[src/assert_macros.svh]
// ----------------------------------------------------------------------------
// assert_macros.svh
// Assertion helpers shared by the RTL. Synthesis builds see empty bodies.
// ----------------------------------------------------------------------------
`ifndef ASSERT_MACROS_SVH
`define ASSERT_MACROS_SVH

`ifndef SYNTHESIS
// Same-cycle implication, checked on every rising edge outside reset.
`define ASSERT_IMPL(lbl, clk, rstn, ante, cons, msg) \
  lbl: assert property (@(posedge clk) disable iff (!(rstn)) (ante) |-> (cons)) \
    else $error(msg);
// Next-cycle implication, checked on every rising edge outside reset.
`define ASSERT_NEXT(lbl, clk, rstn, ante, cons, msg) \
  lbl: assert property (@(posedge clk) disable iff (!(rstn)) (ante) |=> (cons)) \
    else $error(msg);
`else
`define ASSERT_IMPL(lbl, clk, rstn, ante, cons, msg)
`define ASSERT_NEXT(lbl, clk, rstn, ante, cons, msg)
`endif

`endif

[src/smpq_pkg.sv]
// ----------------------------------------------------------------------------
// smpq_pkg
// Shared widths, command codes and the cell control bundle of the queue.
// ----------------------------------------------------------------------------
package smpq_pkg;

  // Payload widths fixed by the channel format.
  localparam int KEY_W   = 32;
  localparam int CMD_W   = 2;
  localparam int ENTRY_W = 5;

  // Command codes; the unused code behaves as a peek.
  localparam logic [CMD_W-1:0] CMD_INSERT = 2'd0;
  localparam logic [CMD_W-1:0] CMD_POP    = 2'd1;
  localparam logic [CMD_W-1:0] CMD_PEEK   = 2'd2;

  // Broadcast from the top level to every cell in a cycle.
  typedef struct packed {
    logic                    ins_en;
    logic                    pop_en;
    logic signed [KEY_W-1:0] new_key;
  } cell_ctl_t;

endpackage

[src/smpq_if.sv]
// ----------------------------------------------------------------------------
// smpq_in_if / smpq_out_if
// Valid/ready channels for commands into the queue and results out of it.
// ----------------------------------------------------------------------------
interface smpq_in_if;
  logic                             valid;
  logic                             ready;
  logic [smpq_pkg::CMD_W-1:0]       command;
  logic signed [smpq_pkg::KEY_W-1:0] value;

  modport source (output valid, output command, output value, input ready);
  modport sink   (input valid, input command, input value, output ready);
endinterface

interface smpq_out_if;
  logic                              valid;
  logic                              ready;
  logic signed [smpq_pkg::KEY_W-1:0] head_value;
  logic                              queue_empty;
  logic [smpq_pkg::ENTRY_W-1:0]      entry_count;
  logic                              overflow;
  logic                              underflow;

  modport source (output valid, output head_value, output queue_empty,
                  output entry_count, output overflow, output underflow,
                  input ready);
  modport sink   (input valid, input head_value, input queue_empty,
                  input entry_count, input overflow, input underflow,
                  output ready);
endinterface

[src/smpq_cell.sv]
// ----------------------------------------------------------------------------
// smpq_cell
// One storage cell of the sorted chain: holds a key, tells its right
// neighbor whether the new key lands at or before it, and shifts.
// ----------------------------------------------------------------------------
module smpq_cell (
  input  logic                              clk,
  input  smpq_pkg::cell_ctl_t               ctl,
  input  logic                              occupied,
  input  logic                              left_goes,
  input  logic signed [smpq_pkg::KEY_W-1:0] left_key,
  input  logic signed [smpq_pkg::KEY_W-1:0] right_key,
  output logic                              goes,
  output logic signed [smpq_pkg::KEY_W-1:0] key_out,
  output logic signed [smpq_pkg::KEY_W-1:0] key_nxt
);
  import smpq_pkg::*;

  logic signed [KEY_W-1:0] key_r;

  // The new key belongs at or before this cell when the cell is free or
  // holds a key that is not smaller than the new one.
  assign goes = !occupied || (key_r >= ctl.new_key);

  // Insert shifts toward higher cells, pop shifts toward cell zero.
  always_comb begin
    priority if (ctl.ins_en) begin
      if (goes) begin
        key_nxt = left_goes ? left_key : ctl.new_key;
      end else begin
        key_nxt = key_r;
      end
    end else if (ctl.pop_en) begin
      key_nxt = right_key;
    end else begin
      key_nxt = key_r;
    end
  end

  always_ff @(posedge clk) begin
    key_r <= key_nxt;
  end

  assign key_out = key_r;

endmodule

[src/sorted_min_priority_queue.sv]
// ----------------------------------------------------------------------------
// sorted_min_priority_queue
// Minimum priority queue of signed keys kept in ascending order in a chain
// of cells.
// ----------------------------------------------------------------------------
// Usage:
//   in_chan carries one command per beat: insert value, pop the smallest key
//   or peek. out_chan returns one result beat per command: the smallest key
//   after the command (zero when empty), the empty flag, the entry count and
//   the overflow and underflow flags.
//   Every cell compares its key against the new key in the same cycle and
//   shifts one place left or right; a command is accepted at a clock edge
//   and its result is valid right after that edge.
//   One command per cycle is sustained while out_chan.ready stays high; the
//   cycle time is set by the new key fanned out to all CAPACITY cells and the compare in each cell.
//   A single output register sits between the channels; while it holds an
//   unaccepted result, in_chan.ready is low until out_chan.ready is high.
//   An insert into a full queue leaves it unchanged and sets overflow; a pop
//   on an empty queue leaves it unchanged and sets underflow.
//   Reset empties the queue and drops any pending result; the cell keys are
//   not cleared, only the entry count decides which cells hold data.
// ----------------------------------------------------------------------------
`include "assert_macros.svh"

module sorted_min_priority_queue #(
  parameter int CAPACITY = 16
) (
  input logic         clk,
  input logic         rst_n,
  smpq_in_if.sink     in_chan,
  smpq_out_if.source  out_chan
);
  import smpq_pkg::*;

  localparam int CW = $clog2(CAPACITY + 1);
  localparam int EW = (CW > ENTRY_W) ? CW : ENTRY_W;
  localparam logic [CW-1:0] CAP_CNT = CW'(CAPACITY);

  logic [CW-1:0]           count_r, count_nxt;
  logic                    out_valid_r;
  logic signed [KEY_W-1:0] head_r;
  logic                    empty_r, ovf_r, unf_r;
  logic [ENTRY_W-1:0]      entry_r;

  logic                    accept, is_ins, is_pop, full, empty;
  cell_ctl_t               ctl;
  logic [EW-1:0]           count_ext;

  logic                    occupied [CAPACITY];
  logic                    goes_w   [CAPACITY];
  logic signed [KEY_W-1:0] key_q    [CAPACITY];
  logic signed [KEY_W-1:0] key_n    [CAPACITY];

  // Command decode and handshake.
  assign in_chan.ready = !out_valid_r || out_chan.ready;
  assign accept        = in_chan.valid && in_chan.ready;
  assign is_ins        = (in_chan.command == CMD_INSERT);
  assign is_pop        = (in_chan.command == CMD_POP);
  assign full          = (count_r == CAP_CNT);
  assign empty         = (count_r == '0);

  assign ctl.ins_en  = accept && is_ins && !full;
  assign ctl.pop_en  = accept && is_pop && !empty;
  assign ctl.new_key = in_chan.value;

  // The chain of cells, cell zero holds the smallest key.
  for (genvar i = 0; i < CAPACITY; i++) begin : g_cell
    assign occupied[i] = (CW'(i) < count_r);

    if (i == 0) begin : g_first
      smpq_cell u_cell (
        .clk       (clk),
        .ctl       (ctl),
        .occupied  (occupied[i]),
        .left_goes (1'b0),
        .left_key  (ctl.new_key),
        .right_key (key_q[i+1]),
        .goes      (goes_w[i]),
        .key_out   (key_q[i]),
        .key_nxt   (key_n[i])
      );
    end else if (i == CAPACITY - 1) begin : g_last
      smpq_cell u_cell (
        .clk       (clk),
        .ctl       (ctl),
        .occupied  (occupied[i]),
        .left_goes (goes_w[i-1]),
        .left_key  (key_q[i-1]),
        .right_key (key_q[i]),
        .goes      (goes_w[i]),
        .key_out   (key_q[i]),
        .key_nxt   (key_n[i])
      );
    end else begin : g_mid
      smpq_cell u_cell (
        .clk       (clk),
        .ctl       (ctl),
        .occupied  (occupied[i]),
        .left_goes (goes_w[i-1]),
        .left_key  (key_q[i-1]),
        .right_key (key_q[i+1]),
        .goes      (goes_w[i]),
        .key_out   (key_q[i]),
        .key_nxt   (key_n[i])
      );
    end
  end

  // Entry count follows the insert and pop enables.
  always_comb begin
    priority if (ctl.ins_en) begin
      count_nxt = count_r + CW'(1);
    end else if (ctl.pop_en) begin
      count_nxt = count_r - CW'(1);
    end else begin
      count_nxt = count_r;
    end
  end

  assign count_ext = EW'(count_nxt);

  always_ff @(posedge clk) begin
    if (!rst_n) begin
      count_r <= '0;
    end else begin
      count_r <= count_nxt;
    end
  end

  // Result register: loaded with the state after the accepted command.
  always_ff @(posedge clk) begin
    if (!rst_n) begin
      out_valid_r <= 1'b0;
    end else if (accept) begin
      out_valid_r <= 1'b1;
    end else if (out_chan.ready) begin
      out_valid_r <= 1'b0;
    end
  end

  always_ff @(posedge clk) begin
    if (accept) begin
      head_r  <= (count_nxt == '0) ? '0 : key_n[0];
      empty_r <= (count_nxt == '0);
      entry_r <= count_ext[ENTRY_W-1:0];
      ovf_r   <= accept && is_ins && full;
      unf_r   <= accept && is_pop && empty;
    end
  end

  assign out_chan.valid       = out_valid_r;
  assign out_chan.head_value  = head_r;
  assign out_chan.queue_empty = empty_r;
  assign out_chan.entry_count = entry_r;
  assign out_chan.overflow    = ovf_r;
  assign out_chan.underflow   = unf_r;

  // Checks on the queue control.
  `ASSERT_IMPL(a_count_bound, clk, rst_n, 1'b1, count_r <= CAP_CNT, "entry count above capacity")
  `ASSERT_NEXT(a_full_insert, clk, rst_n, accept && is_ins && full, out_chan.valid && out_chan.overflow && (count_r == CAP_CNT), "insert into full queue not flagged")
  `ASSERT_NEXT(a_pop_count, clk, rst_n, accept && is_pop && !empty, count_r == $past(count_r) - CW'(1), "pop did not remove one entry")
  `ASSERT_IMPL(a_no_both, clk, rst_n, 1'b1, !(ctl.ins_en && ctl.pop_en), "insert and pop enabled together")

endmodule
[src/flat_wrapper.sv]
// flat-port wrapper written by rule: the top's interface ports become plain ports
module sorted_min_priority_queue_flat import smpq_pkg::*;
#(
  parameter int CAPACITY = 16
)
  (clk, rst_n, in_chan_valid, in_chan_command, in_chan_value, in_chan_ready, out_chan_valid, out_chan_head_value, out_chan_queue_empty, out_chan_entry_count, out_chan_overflow, out_chan_underflow, out_chan_ready);
  smpq_in_if in_chan_i ();
  smpq_out_if out_chan_i ();
  input logic clk;
  input logic rst_n;
  input wire logic [$bits(in_chan_i.valid)-1:0] in_chan_valid;
  input wire logic [$bits(in_chan_i.command)-1:0] in_chan_command;
  input wire logic [$bits(in_chan_i.value)-1:0] in_chan_value;
  output wire logic [$bits(in_chan_i.ready)-1:0] in_chan_ready;
  output wire logic [$bits(out_chan_i.valid)-1:0] out_chan_valid;
  output wire logic [$bits(out_chan_i.head_value)-1:0] out_chan_head_value;
  output wire logic [$bits(out_chan_i.queue_empty)-1:0] out_chan_queue_empty;
  output wire logic [$bits(out_chan_i.entry_count)-1:0] out_chan_entry_count;
  output wire logic [$bits(out_chan_i.overflow)-1:0] out_chan_overflow;
  output wire logic [$bits(out_chan_i.underflow)-1:0] out_chan_underflow;
  input wire logic [$bits(out_chan_i.ready)-1:0] out_chan_ready;
  assign in_chan_i.valid = in_chan_valid;
  assign in_chan_i.command = in_chan_command;
  assign in_chan_i.value = in_chan_value;
  assign in_chan_ready = in_chan_i.ready;
  assign out_chan_valid = out_chan_i.valid;
  assign out_chan_head_value = out_chan_i.head_value;
  assign out_chan_queue_empty = out_chan_i.queue_empty;
  assign out_chan_entry_count = out_chan_i.entry_count;
  assign out_chan_overflow = out_chan_i.overflow;
  assign out_chan_underflow = out_chan_i.underflow;
  assign out_chan_i.ready = out_chan_ready;
  sorted_min_priority_queue #(.CAPACITY(CAPACITY)) u_core (.clk(clk), .rst_n(rst_n), .in_chan(in_chan_i), .out_chan(out_chan_i));
endmodule
[config.mk]
export PLATFORM = sky130hd
export DESIGN_NAME = sorted_min_priority_queue_flat
export DESIGN_NICKNAME = d
export VERILOG_FILES = /design/src/smpq_pkg.sv /design/src/smpq_if.sv /design/src/smpq_cell.sv /design/src/sorted_min_priority_queue.sv /design/src/flat_wrapper.sv
export VERILOG_INCLUDE_DIRS = /design/src /design/src/src
export SDC_FILE = /design/constraint.sdc
export NUM_CORES = 2
export LEC_CHECK = 0
export ABC_AREA = 0
export ABC_CLOCK_PERIOD_IN_PS = 5940
export BUFFER_PORTS_ARGS = -buffer_cell sky130_fd_sc_hd__buf_2
export CORE_UTILIZATION = 64
export CTS_CLUSTER_SIZE = 16
export DETAILED_ROUTE_END_ITERATION = 10
export PLACE_DENSITY = 0.77
export SLEW_MARGIN = 25
export SYNTH_ARGS = -nofsm -noshare
export SYNTH_HDL_FRONTEND = slang
export SYNTH_SLANG_ARGS = --single-unit
[constraint.sdc]
create_clock -name clk -period 5.94 [get_ports clk]
set_input_delay 0 -clock clk [delete_from_list [all_inputs] [get_ports clk]]
set_output_delay 0 -clock clk [all_outputs]
set_load 0.03 [all_outputs]
* Yosys cells after proc, flatten, opt, wreduce, memory -nomap -nowiden
Index checks and enable logic that the tools add are counted.
Cells by class: $add $sub $neg 2, multiply operators 0, div/mod/pow operators 0, magnitude comparators 32, eq/ne operators 16, shifts and indexed selects 0, mux-type cells 64, bitwise gates (word level) 0, reduce and logical (&&, ||, !) cells 63
Operators by type and width (number):
- $mux W32 | 60
- $ge A32 B32 Y1 | 16
- $lt A4 B5 Y1 const A | 8
- $reduce_and A2 Y1 | 15
- $ne A2 B2 Y1 const B | 14
- $lt A3 B5 Y1 const A | 4
- $logic_not A1 Y1 | 19
- $logic_or A1 B1 Y1 | 17
- $logic_not A5 Y1 | 2
- $lt A1 B5 Y1 const A | 2
- $lt A2 B5 Y1 const A | 2
- $mux W5 | 2
- $logic_and A1 B1 Y1 | 7
- $add A5 B1 Y5 const B | 1
- $eq A5 B5 Y1 const B | 1
- $sub A5 B1 Y5 const B | 1
- $reduce_bool A2 Y1 | 2
- $eq A2 B1 Y1 const B | 1
- $logic_not A2 Y1 | 1
- $mux W1 | 2
Word-level totals: register bits 558, bits in latches 0, RAM bits 0, memory bits (read-only) 0, input port bits 38, memories 0

* Longest topological paths before layout
depth in word-level cells 8, gate-level depth with buffers 14

* Modules after synthesis
A second synthesis with hierarchy kept.
Second synthesis, totals: cell total of the unflattened synthesis 5045, area total of the unflattened synthesis 44746.7 sq um
By module, submodules not included:
- smpq_cell | instances 16, cells each 304, area each 2653.8 sq um
- sorted_min_priority_queue | instances 1, cells each 181, area each 2285.9 sq um

* Worst setup path after synthesis
Ideal clock, no wire load.
path kind input -> register, start input port in_chan_value[19], end register u_core.g_cell[13].g_mid.u_cell.key_r[0], enable pin, arrival time 4.859 ns, data required time 5.474 ns, setup slack 0.615 ns, stages 12, path through clkbuf_1 inv_1 ha_1 a21oi_1 o21ai_1 a221o_1 a2111oi_0 nand3_1 and3b_1 buf_2 buf_2 o21ai_0
On the way: longest elaborated chain between the ends 4
Ends and longest elaborated chain:
- start: declaration | RTL line flat_wrapper.sv:13 | input wire logic [$bits(in_chan_i.value)-1:0] in_chan_value;
- $ge A32 B32 Y1 | RTL line smpq_cell.sv:23 | assign goes = !occupied || (key_r >= ctl.new_key);
- $logic_or A1 B1 Y1 | RTL line smpq_cell.sv:23
- $ne A2 B2 Y1 (no source line)
- $reduce_and A2 Y1 (no source line)
- end signal: assignment | RTL line smpq_cell.sv:41 | key_r <= key_nxt;
- end: declaration | RTL line smpq_cell.sv:19 | logic signed [KEY_W-1:0] key_r;
Every way passes these cells. A chain may end at the register's enable or synchronous reset.

* Worst setup path in the final report
start input port in_chan_value[19], end register u_core.g_cell[5].g_mid.u_cell.key_r[28], enable pin
On the way: longest elaborated chain between the ends 4
Ends and longest elaborated chain (RTL line):
- $ge A32 B32 Y1 | smpq_cell.sv:23
- $logic_or A1 B1 Y1 | smpq_cell.sv:23
- $ne A2 B2 Y1 (no source line)
- $reduce_and A2 Y1 (no source line)
- end signal: assignment | smpq_cell.sv:41
- end: declaration | smpq_cell.sv:19
Every way passes these cells.

==> metrics.txt <==
outcome finished, final reports clean; Final setup viols 0; pin count of the biggest net entering global routing 203; Tcrit/Tclk final 78.2%; Area Overhead vs Synth 9.26%; Worst Tran Pin Value 1.25 ns; post-route setup TNS 0 ns; f_max 215 MHz; Reg clk slew, reported paths 0.06 ns; commonest cells after routing, fill and taps aside 527 x nand2_1, 520 x edfxtp_1, 515 x ha_1; Ant. Diodes 0; library cells used by synthesis 74; Max Transition Viols Final 0; Synth Flop Type edfxtp_1; hold slack 0.101 ns; CTS tree done; Num CTS Buffers 61; DP Cell Count 4540; die span in y 249 um; Placed Area 40100 um2; iteration count of the initial detailed-routing pass 8; CTS Root Cell clkbuf_16; post-cts sizing count 0; Post-Syn Nets 4409; post-route setup slack 1.30 ns; vias in the first global route 31258; Final Hold Fails 0; first-pass GRT wire length 177 mm; Num Clock Sinks 558; DPL Wire Length 83.8 mm; die width 249 um; worst rel slew slack 16.2%; RSZ-0062 raised after global routing no; sequential fraction of the synthesis area 42.1%; Post-Layout Inst Area 42500 um2; crit path time final 4.64 ns; layout cell share with drive strength beyond 1 7.85%; commonest non-fill, non-tap cell in the layout nand2_1; Via density 6.77; total grt overflow 0; initial drt markers 3182; Avg Synthesized Cell Area 10.1 um2; Synth area leaders edfxtp_1 40%, ha_1 17%, mux2i_1 7.4%; fillers 4606; gpl congestion 0.951; Final Util 70.6%; Yosys reg bits 558; num ports 80; critical path required time 6.34 ns; ANT nets after route 0; Die Area 61800 um2; Post-Synthesis Cell Area 38900 um2; Total Nets Final 4414; Max-Cap Viols 0; Leakage 16.9 nW; Worst setup EP type flip-flop; Core Footprint 60200 um2; # port buffers 79; initial antenna violation count 0; clk buf depth 3; pwr/cell area 246 nW/um2; post-synth top area share 40.1%; H-tree depth 2; Clk Latency, worst-skew pair 0.65 ns; synthesis warning total 0; Max Clock Skew 0.0129 ns; Crit Path Max Fanout 34; worst hold path type primary input to flip-flop; Place WS 1.14 ns; Via Count 31778; worst setup path category primary input to flip-flop; asr flop ratio synth 0%; DRC 0; EDFF count, synth 520; Initial Util 64.6%; Post-Layout Cell Count 4694; Final Power 10.4 mW; Post-Route WL 115 mm; num rows 90; CP arrival 5.04 ns; gr usage total 36.5%; dominant cell type by area after synthesis edfxtp_1; wire per inst 24.5 um; Peak VDD IR 238 uV; Synth Instances 3856; Worst setup SP type primary input
==> critical path, stage by stage <==
cell,delay [ns]
dlygate4sd3_1,0.53
buf_2,0.22
inv_1,0.58
ha_1,0.38
a21oi_1,0.13
o21ai_1,0.10
a221o_1,0.38
a2111oi_1,1.11
a21oi_1,0.16
and3b_4,0.83
o21ai_4,0.31
buf_12,0.27
==> layer usage <==
metal / global-route usage (%) / routed length (um)
met5: 0 / 0
met4: 18.0 / 5690
met3: 4.68 / 8170
met2: 60.0 / 54200
met1: 47.8 / 46900
==> synth_stat cells, drive strengths merged (7+ instances only) <==
cell type    n
nand2      527
edfxtp     520
ha         515
a21oi      291
mux2i      287
nand3      245
o21ai      224
o211ai     206
clkbuf     184
nor2       139
nand4      102
inv         79
a21o        61
buf         53
o21a        41
dfxtp       38
or2         36
mux2        33
a22o        31
nor3        28
nor4        23
nor2b       20
and4        16
a221o       13
a31oi       13
nand2b      13
a2111oi     12
a211oi      11
a221oi      10
and2         9
a21boi       8
and3         7
==> cells by family (layout without fill, tap and decap cells) <==
group           count (synthesis)  in the layout  synth area share (%)
compound gates                960            960                  15.6
xor+xnor                        2              2                0.0450
fa+ha+maj                     515            515                  16.6
buf+inv                       316            372                  3.27
flops                         558            558                  42.1
mux                           320            320                  8.34
simple gates                 1185           1185                  14.1
==> final cells by class <==
type / instances / area (um2) / share of cell area (%)
multi-input cells: 2982 / 21500 / 50.6
flip-flops and latches: 558 / 16400 / 38.5
clock buffers: 85 / 1700 / 4.00
repair buffers: 179 / 1440 / 3.38
well taps: 782 / 978 / 2.30
inverters: 79 / 297 / 0.697
clock inverters: 29 / 228 / 0.536
==> power breakdown <==
group	leakage, nW	total [mW]	internal [mW]	switching [mW]
clock network	0.944	3.81	2.12	1.69
registers	5.13	4.80	4.59	0.203
logic	10.8	1.84	0.700	1.14
==> flip-flops by register name, indices dropped and copies added, names as in the netlist <==
signal,cells
u_core.count_r,5
u_core.g_cell.g_first.u_cell.key_out,32
u_core.g_cell.g_last.u_cell.key_out,32
u_core.g_cell.g_mid.u_cell.key_out,448
u_core.out_chan.entry_count,5
u_core.out_chan.head_value,32
u_core.out_chan.overflow,1
u_core.out_chan.queue_empty,1
u_core.out_chan.underflow,1
u_core.out_chan.valid,1
==> final timing paths <==
check | start | endpoint | slack (ns) | cells after the start
worst max-delay path | in_chan_value[19] | u_core.g_cell[5].g_mid.u_cell.key_out[28] | 1.30 | 12
worst min-delay path | in_chan_value[0] | u_core.g_cell[10].g_mid.u_cell.key_out[0] | 0.10 | 3
worst max register to register | u_core.g_cell[5].g_mid.u_cell.key_out[17] | u_core.g_cell[5].g_mid.u_cell.key_out[28] | 1.60 | 9
worst min register to register | u_core.g_cell[15].g_last.u_cell.key_out[26] | u_core.g_cell[14].g_mid.u_cell.key_out[26] | 0.57 | 2
==> repair_timing <==
| item | in CTS | in global routing |
|---|---|---|
| endpoints found under the hold margin | 311 | 0 |
| buffers inserted | 0 | 0 |
| endpoints found under the setup margin | 0 | 0 |
| hold buffers | 37 | 0 |
(Power assumes the default switching activity.)
